==> src/rtl/core/hpa_pkg.sv <==
package hpa_pkg;

    localparam int POOL_SIZE_DEF = 256;
    localparam int HANDLE_W      = 8;
    localparam int MODE_W        = 2;
    localparam int STATUS_W      = 2;
    localparam int HANDLE_SPACE  = 2 ** HANDLE_W;

    localparam logic [MODE_W-1:0] MODE_ALLOC   = 2'd0;
    localparam logic [MODE_W-1:0] MODE_TRY     = 2'd1;
    localparam logic [MODE_W-1:0] MODE_RELEASE = 2'd2;

    localparam logic [STATUS_W-1:0] ST_OK        = 2'd0;
    localparam logic [STATUS_W-1:0] ST_NONE      = 2'd1;
    localparam logic [STATUS_W-1:0] ST_INVALID   = 2'd2;
    localparam logic [STATUS_W-1:0] ST_EXHAUSTED = 2'd3;

    typedef logic [HANDLE_W-1:0] t_handle;

    typedef struct packed {
        logic rd;
        logic pop;
        logic push;
    } t_q_ctl;

    typedef struct packed {
        logic rd;
        logic wr;
        logic set;
    } t_map_ctl;

    // only handles below the handle space can ever be released
    function automatic int queue_depth(input int pool);
        return (pool < HANDLE_SPACE) ? pool : HANDLE_SPACE;
    endfunction

endpackage

==> src/rtl/core/hpa_free_queue.sv <==
module hpa_free_queue #(
    parameter int DEPTH = 256,
    parameter int AW    = 8
) (
    input  logic            i_clk,
    input  logic            i_rst_n,
    input  hpa_pkg::t_q_ctl i_ctl,
    input  hpa_pkg::t_handle i_push_data,
    output hpa_pkg::t_handle o_head_data,
    output logic            o_empty
);
    import hpa_pkg::*;

    t_handle       mem [DEPTH];
    t_handle       r_rdata;
    logic [AW-1:0] r_head;
    logic [AW-1:0] r_tail;
    logic [AW:0]   r_count;

    always_ff @(posedge i_clk) begin
        if (i_ctl.push) begin
            mem[r_tail] <= i_push_data;
        end
        if (i_ctl.rd) begin
            r_rdata <= mem[r_head];
        end
    end

    always_ff @(posedge i_clk) begin
        if (!i_rst_n) begin
            r_head  <= '0;
            r_tail  <= '0;
            r_count <= '0;
        end else begin
            if (i_ctl.pop) begin
                r_head  <= (r_head == AW'(DEPTH - 1)) ? '0 : r_head + AW'(1);
                r_count <= r_count - (AW + 1)'(1);
            end else if (i_ctl.push) begin
                r_tail  <= (r_tail == AW'(DEPTH - 1)) ? '0 : r_tail + AW'(1);
                r_count <= r_count + (AW + 1)'(1);
            end
        end
    end

    assign o_head_data = r_rdata;
    assign o_empty     = (r_count == '0);

endmodule

==> src/rtl/core/hpa_alloc_map.sv <==
module hpa_alloc_map #(
    parameter int DEPTH = 256,
    parameter int AW    = 8
) (
    input  logic              i_clk,
    input  hpa_pkg::t_map_ctl i_ctl,
    input  logic [AW-1:0]     i_raddr,
    input  logic [AW-1:0]     i_waddr,
    output logic              o_bit
);
    import hpa_pkg::*;

    logic mem [DEPTH];
    logic r_rbit;

    always_ff @(posedge i_clk) begin
        if (i_ctl.wr) begin
            mem[i_waddr] <= i_ctl.set;
        end
        if (i_ctl.rd) begin
            r_rbit <= mem[i_raddr];
        end
    end

    assign o_bit = r_rbit;

endmodule

==> src/rtl/core/handle_pool_allocator.sv <==
// handle pool allocator
//
// input channel: i_valid / o_stall carry one request word (i_mode, i_handle_in).
// a word is taken on a rising edge with i_valid high and o_stall low.
// output channel: o_valid / i_stall carry one result word (o_handle_out, o_status)
// for every request, in request order.
//
// each request is read, then decided: the free queue head and the allocated bit are read
// from their memories in the accept cycle, and the decision and write-back happen once
// the output register is free. no new request is taken until that decision is made.
// o_valid rises at the edge that writes the decision into the output register.
//
// when i_stall holds the output, the word stays unchanged in the output register and
// one more request may still be taken; it then waits, memories untouched, until the
// output register frees up. o_stall is high during reset.
// reset empties the free queue and the pool of minted handles; the allocated bitmap
// needs no clearing pass, since a bit is only trusted for handles already minted.
module handle_pool_allocator #(
    parameter int POOL_SIZE = hpa_pkg::POOL_SIZE_DEF
) (
    input  logic                         i_clk,
    input  logic                         i_rst_n,
    input  logic                         i_valid,
    output logic                         o_stall,
    input  logic [hpa_pkg::MODE_W-1:0]   i_mode,
    input  hpa_pkg::t_handle             i_handle_in,
    output logic                         o_valid,
    input  logic                         i_stall,
    output hpa_pkg::t_handle             o_handle_out,
    output logic [hpa_pkg::STATUS_W-1:0] o_status
);
    import hpa_pkg::*;

    localparam int QDEPTH = queue_depth(POOL_SIZE);
    localparam int QAW    = $clog2(QDEPTH);
    localparam int FW     = $clog2(POOL_SIZE + 1);

    logic                r_busy;
    logic                r_ovalid;
    logic [MODE_W-1:0]   r_mode;
    t_handle             r_handle;
    logic [FW-1:0]       r_fresh;
    logic [FW-1:0]       n_fresh;
    t_handle             r_ohandle;
    logic [STATUS_W-1:0] r_ostatus;

    logic                accept;
    logic                exec;
    t_q_ctl              q_ctl;
    t_map_ctl            map_ctl;
    logic [QAW-1:0]      map_waddr;
    t_handle             q_head;
    logic                q_empty;
    logic                map_bit;
    t_handle             res_handle;
    logic [STATUS_W-1:0] res_status;

    assign o_stall = r_busy | ~i_rst_n;
    assign accept  = i_valid & ~o_stall;
    assign exec    = r_busy & (~r_ovalid | ~i_stall);

    hpa_free_queue #(
        .DEPTH (QDEPTH),
        .AW    (QAW)
    ) u_queue (
        .i_clk       (i_clk),
        .i_rst_n     (i_rst_n),
        .i_ctl       (q_ctl),
        .i_push_data (r_handle),
        .o_head_data (q_head),
        .o_empty     (q_empty)
    );

    hpa_alloc_map #(
        .DEPTH (QDEPTH),
        .AW    (QAW)
    ) u_map (
        .i_clk   (i_clk),
        .i_ctl   (map_ctl),
        .i_raddr (i_handle_in[QAW-1:0]),
        .i_waddr (map_waddr),
        .o_bit   (map_bit)
    );

    always_comb begin
        q_ctl       = '0;
        q_ctl.rd    = accept;
        map_ctl     = '0;
        map_ctl.rd  = accept;
        map_waddr   = '0;
        n_fresh     = r_fresh;
        res_handle  = '0;
        res_status  = ST_OK;
        unique case (r_mode)
            MODE_ALLOC, MODE_TRY: begin
                if (!q_empty) begin
                    res_handle  = q_head;
                    q_ctl.pop   = exec;
                    map_ctl.wr  = exec;
                    map_ctl.set = 1'b1;
                    map_waddr   = q_head[QAW-1:0];
                end else if (r_mode == MODE_TRY) begin
                    res_status = ST_NONE;
                end else if (r_fresh < FW'(POOL_SIZE)) begin
                    res_handle  = HANDLE_W'(r_fresh);
                    // minted handles beyond the handle space are never read back
                    map_ctl.wr  = exec & (r_fresh < FW'(QDEPTH));
                    map_ctl.set = 1'b1;
                    map_waddr   = r_fresh[QAW-1:0];
                    if (exec) begin
                        n_fresh = r_fresh + FW'(1);
                    end
                end else begin
                    res_status = ST_EXHAUSTED;
                end
            end
            MODE_RELEASE: begin
                res_handle = r_handle;
                // a bit is only valid for handles already minted
                if ((32'(r_handle) < 32'(r_fresh)) && map_bit) begin
                    q_ctl.push  = exec;
                    map_ctl.wr  = exec;
                    map_ctl.set = 1'b0;
                    map_waddr   = r_handle[QAW-1:0];
                end else begin
                    res_status = ST_INVALID;
                end
            end
            default: begin
                res_status = ST_INVALID;
            end
        endcase
    end

    always_ff @(posedge i_clk) begin
        if (!i_rst_n) begin
            r_busy   <= 1'b0;
            r_ovalid <= 1'b0;
            r_fresh  <= '0;
        end else begin
            if (accept) begin
                r_busy <= 1'b1;
            end else if (exec) begin
                r_busy <= 1'b0;
            end
            if (exec) begin
                r_ovalid <= 1'b1;
            end else if (!i_stall) begin
                r_ovalid <= 1'b0;
            end
            r_fresh <= n_fresh;
        end
    end

    always_ff @(posedge i_clk) begin
        if (accept) begin
            r_mode   <= i_mode;
            r_handle <= i_handle_in;
        end
        if (exec) begin
            r_ohandle <= res_handle;
            r_ostatus <= res_status;
        end
    end

    assign o_valid      = r_ovalid;
    assign o_handle_out = r_ohandle;
    assign o_status     = r_ostatus;

endmodule

==> config.mk <==
export PLATFORM = sky130hd
export DESIGN_NAME = handle_pool_allocator
export DESIGN_NICKNAME = d
export VERILOG_FILES = /design/src/rtl/core/hpa_pkg.sv /design/src/rtl/core/hpa_free_queue.sv /design/src/rtl/core/hpa_alloc_map.sv /design/src/rtl/core/handle_pool_allocator.sv
export SDC_FILE = /design/constraint.sdc
export NUM_CORES = 2
export LEC_CHECK = 0
export ABC_AREA = 1
export BUFFER_PORTS_ARGS = -buffer_cell sky130_fd_sc_hd__buf_4
export CORE_MARGIN = 5
export CORE_UTILIZATION = 53
export CTS_CLUSTER_SIZE = 30
export DETAILED_ROUTE_END_ITERATION = 7
export GPL_ROUTABILITY_DRIVEN = 0
export PLACE_DENSITY_LB_ADDON = 0.2
export SYNTH_ARGS = -nofsm -noshare
export SYNTH_HDL_FRONTEND = slang
export SYNTH_SLANG_ARGS = --single-unit
export TNS_END_PERCENT = 5
==> constraint.sdc <==
create_clock -name i_clk -period 6.5 [get_ports i_clk]
set_input_delay 0.65 -clock i_clk [delete_from_list [all_inputs] [get_ports i_clk]]
set_output_delay 0.65 -clock i_clk [all_outputs]
set_load 0.005 [all_outputs]
== Word level (Yosys, flattened, before mapping) ==
Memory sizes are Yosys's and may differ from the RTL's. A register that Yosys moved wholly into a read port is not among the register bits.
Index checks and enable logic that the tools add are counted.
Storage, ports and cells
  input bits: 14
  bits in writable memories: 2304
  bits in read-only memories: 0
  memories: 2
  flip-flop bits (word level): 56
  word-level logic and storage cells: 75
  output and inout bits: 12
  bits in latches: 0
Operators by class
  divide/modulo/power cells: 0
  mux-type cells: 32
  equal/unequal tests: 5
  shift-type cells: 0
  $add $sub $neg: 5
  $lt $le $gt $ge: 2
  reduce and logical (&&, ||, !) cells: 8
  bitwise operators: 11
  $mul: 0
Memory list
  u_queue.mem: words 256, width 8, rd ports 1, clocked after Yosys merged registers in 1, wr ports 1, RTL line hpa_free_queue.sv:14  | t_handle mem [DEPTH];
  u_map.mem: words 256, width 1, rd ports 1, clocked after Yosys merged registers in 1, wr ports 1, RTL line hpa_alloc_map.sv:13  | logic mem [DEPTH];
Operators by type and width (number)
  $mux 8: 6
  $pmux 8 s2: 2
  $add 9x1->9 const B: 2
  $mux 9: 2
  $add 8x1->8 const B: 2
  $eq 8x8->1 const B: 2
  $mux 2: 8
  $mux 1: 12
  $logic_not 9->1: 1
  $lt 8x9->1: 1
  $lt 9x9->1 const B: 1
  $sub 9x1->9 const B: 1
  $pmux 2 s2: 2
  $not 1->1: 6
  $reduce_and 5->1: 1
  $reduce_bool 2->1: 2
  $and 1x1->1: 3
  $eq 2x1->1 const B: 1
  $eq 2x2->1 const B: 1
  $logic_not 2->1: 1
  $ne 2x1->1 const B: 1
  $or 1x1->1: 2
  $reduce_and 2->1: 1
  $reduce_or 2->1: 1
  $logic_and 1x1->1: 1

== Depth between registers and ports, before layout ==
  depth after elaboration: 10
  depth in mapped cells: 21

== By module ==
From an unflattened synthesis, not the netlist that was laid out.
Unflattened totals
  cells, all modules: 9199
  area total of the unflattened synthesis: 100042.2 um^2
By module, submodules not included
  hpa_free_queue: cells each 7826, instances 1, seq. area each 62239.7 um^2, area each 86640.6 um^2
  hpa_alloc_map: cells each 1184, instances 1, seq. area each 7717.4 um^2, area each 11727.5 um^2
  handle_pool_allocator: cells each 189, instances 1, seq. area each 820.8 um^2, area each 1674.1 um^2

== Worst setup path before layout ==
Ideal clock, no wire load.
  path kind: register -> register
  start point: register r_handle[4]
  end point: memory u_queue.mem[192][0] (netlist bit), enable pin
  path buffers: 2
  arrival time: 5.580 ns
  clock period less this slack: 5.950 ns
  setup time: 0.370 ns
  stages on the path, launching flop included: 11
  slack: 0.550 ns
  required time: 6.130 ns
  cell sequence: edfxtp_1 -> ha_1 -> a21oi_1 -> o21ai_0 -> o21bai_1 -> nand4_1 -> clkbuf_1 -> nor2_1 -> nand2_1 -> clkbuf_1 -> nor2_1
On the way
  cells in the longest elaborated chain, start to end: 6
RTL lines
  start, declared: RTL line handle_pool_allocator.sv:41  | t_handle r_handle;
  start signal, assigned: RTL line handle_pool_allocator.sv:158  | r_handle <= i_handle_in;
  $lt 8x9->1: RTL line handle_pool_allocator.sv:120  | if ((32'(r_handle) < 32'(r_fresh)) && map_bit) begin
  $logic_and 1x1->1: RTL line handle_pool_allocator.sv:120
  $mux 1: RTL line handle_pool_allocator.sv:120
  $mux 1: RTL line handle_pool_allocator.sv:94  | unique case (r_mode)
  $mux 1: RTL line hpa_free_queue.sv:21  | if (i_ctl.push) begin
  $mux 1 (not written as such): RTL line hpa_free_queue.sv:22  | mem[r_tail] <= i_push_data;
  end, declared: RTL line hpa_free_queue.sv:14
Every way passes these cells.

== Worst setup path after layout ==
  start point: register r_fresh[2]
  end point: memory u_queue.mem[188][1] (netlist bit), enable pin
On the way
  cells in the longest elaborated chain, start to end: 6
RTL lines
  start, declared: RTL line handle_pool_allocator.sv:42  | logic [FW-1:0] r_fresh;
  start signal, assigned: RTL line handle_pool_allocator.sv:151  | r_fresh <= n_fresh;
  $lt 8x9->1: RTL line handle_pool_allocator.sv:120
  $logic_and 1x1->1: RTL line handle_pool_allocator.sv:120
  $mux 1: RTL line handle_pool_allocator.sv:120
  $mux 1: RTL line handle_pool_allocator.sv:94
  $mux 1: RTL line hpa_free_queue.sv:21
  $mux 1 (not written as such): RTL line hpa_free_queue.sv:22
Every way passes these cells.

==> results.json <==
{
  "power_density_mw_per_mm2": 286,
  "ant_nets": 0,
  "fin_skew_ns": 0.0403,
  "port_buffers": 25,
  "clkTransAtPathRegs_ns": 0.06,
  "pre_cts_slack_ns": 1.96,
  "firstDrtPassIters": 6,
  "boundaryPins": 26,
  "fin_tns_setup_ns": 0,
  "arrival_ns": 5.02,
  "cts_buffers": 233,
  "syn_nets": 9332,
  "min_period_ns": 4.52,
  "timing_hold_violations_final": 0,
  "syn_avg_cell_area_um2": 10.8,
  "fin_crit_sh": 0.696,
  "cpPeakStageDelay_ns": 1.08,
  "synth.top_cell.area_share": 0.700,
  "wirelength_mm": 271,
  "post-synth-top-count-cell": "edfxtp_1",
  "cp_slowest_cell": "nand4_1",
  "synth.largest_area_cell": "edfxtp_1",
  "cts_root_buffer": "clkbuf_16",
  "ir_drop_mv": 0.250,
  "worst-setup-path-type": "flop to flop",
  "endpoint_kind": "flop",
  "num_antenna_cells": 0,
  "syn-cell-area_mm2": 0.100,
  "crit_path_start_kind": "flop",
  "grt_pass1_vias": 64800,
  "fp.dieW_um": 444,
  "cp_max_fo": 26,
  "yosysSeqAreaShare": 0.708,
  "viasPerCell": 5.75,
  "cts_buffer_depth": 3,
  "final_layout_size_suffix_gt1_frac": 0.0556,
  "nets": 9150,
  "hold_buffers": 5,
  "slew_headroom": 0.0494,
  "num_rows": 159,
  "cp.required_ns": 6.99,
  "wire_per_inst_um": 23.0,
  "cts_tree": "built",
  "synth_common_cells": "2333 x edfxtp_1, 2283 x nand2_1, 1706 x nor2_1",
  "synth_cell_types": 43,
  "synth_flop_cell": "edfxtp_1",
  "drt_iter0_drc": 8515,
  "areaGrowthSynthToFinish_pct": 9.47,
  "grt_max_degree": 193,
  "worst_pin_slew_ns": 1.41,
  "clk_latency_ns": 0.87,
  "postCtsSetupRepairBufs": 0,
  "yosysWarnings": 0,
  "clock-sinks": 2369,
  "coreArea_mm2": 0.188,
  "max_freq_mhz": 221,
  "min_path_type": "primary input to flop",
  "start_util": 0.533,
  "synth_area_leaders": "edfxtp_1 70%, nand2_1 8.6%, nor2_1 6.4%",
  "place_hpwl_mm": 151,
  "dieArea_mm2": 0.197,
  "cts.repair.resized": 0,
  "utilization": 0.583,
  "grt-ovfl-total": 0,
  "grt_pass1_wl_mm": 406,
  "num_vias": 67800,
  "p_leak_uw": 0.0395,
  "final_max_slew_viol_count": 0,
  "cp_common_cell": "nand4_1",
  "cap_violations": 0,
  "die_h_um": 444,
  "rsz0062_at_grt": "no",
  "crit_chain": "inv_1 -> ha_1 -> a21oi_1 -> o21ai_0 -> o21bai_1 -> nand4_1 -> buf_4 -> clkinv_1 -> nand4_1 -> nor2_1",
  "cts_max_level": 4,
  "grt_usage": 0.271,
  "syn_inst": 9297,
  "synth_seq_cells": 2369,
  "synthArstFlopShare": 0,
  "n_fill_cell": 15400,
  "setup_ws_ns": 1.98,
  "drcViolationCount": 0,
  "status": "finished, final reports clean",
  "antenna_found_initial": 5,
  "setup_viol": 0,
  "synth_enable_flop_cells": 2333
}
layout make-up:
class	count	area, µm²	area share
Clock inverter	137	1130	0.0103
Sequential cell	2369	70800	0.647
Clock buffer	292	6230	0.0569
Tap cell	2495	3120	0.0285
Timing Repair Buffer	119	1170	0.0107
Inverter	524	2000	0.0182
Multi-Input combinational cell	5868	25000	0.229
layer usage:
layer,part of all wire,wire length [µm],global-route usage,vias up
met3,0.093,25200,0.0468,548
met4,0.040,10800,0.102,6
met2,0.46,126000,0.428,3369
met5,0.00015,42,0,-
met1,0.40,109000,0.380,32800
li1,-,-,-,31100
sequential cells by signal, summed over array words and instances, names as in the netlist, 8 cells and up:
| signal | count |
|---|---|
| o_handle_out | 8 |
| r_fresh | 9 |
| r_handle | 8 |
| u_map.mem | 256 |
| u_queue.mem | 2048 |
| u_queue.o_head_data | 8 |
| u_queue.r_count | 9 |
| u_queue.r_head | 8 |
| u_queue.r_tail | 8 |
per-stage QoR:
stage	cell area [µm²]	power, µW	hold slack [ns]	instances
after floorplan	100000	18000	0.439	9297
after global placement	102000	18500	0.473	11400
after detailed placement	102000	18500	0.482	11400
after CTS	109000	31400	0.0204	11800
after global routing	109000	32200	0.0875	11800
final	109000	31300	0.0963	11800
placed cells by master (no fill, tap or decap), drive strengths merged, types with 20 or more instances in the layout:
cell / synthesis / layout
nand2: 2297 / 2297
o21ai: 706 / 706
inv: 517 / 518
buf: 214 / 114
clkbuf: 322 / 292
nor2: 1720 / 1720
edfxtp: 2333 / 2333
a21oi: 123 / 123
ha: 20 / 20
dfxtp: 36 / 36
clkinv: 7 / 118
nand3: 862 / 862
o211ai: 69 / 69
worst max-delay path: cells and delay by family (launching register included):
kind	cells	cell delay, ns
AO/OA/AOI/OAI	3	0.44
adder cells (fa/ha/maj)	1	0.30
buffers and inverters	3	0.75
flip-flops	1	0.38
AND/OR/NAND/NOR	3	2.24
final timing paths:
check	from	endpoint	slack, ns	depth (start not counted)
worst max-delay path	r_fresh[2]	u_queue.mem[188][1]	1.98	10
worst min-delay path	i_valid	r_busy	0.1	3
worst max register to register	r_fresh[2]	u_queue.mem[188][1]	1.98	10
worst min register to register	r_fresh[7]	r_fresh[8]	0.49	2
power by group:
part           internal, µW  switching [µW]
combinational           318            1100
sequential            16800            17.0
clock                  7450            5690
total                 24500            6800
cell families after synthesis:
logic type / after synthesis / share of synthesized area
AO/OA/AOI/OAI: 926 / 0.0488
AND/OR/NAND/NOR: 4913 / 0.198
adder cells (fa/ha/maj): 21 / 0.00270
flip-flops: 2369 / 0.708
XOR/XNOR: 8 / 0.000701
buffers and inverters: 1060 / 0.0420
(Power assumes the default switching activity.)
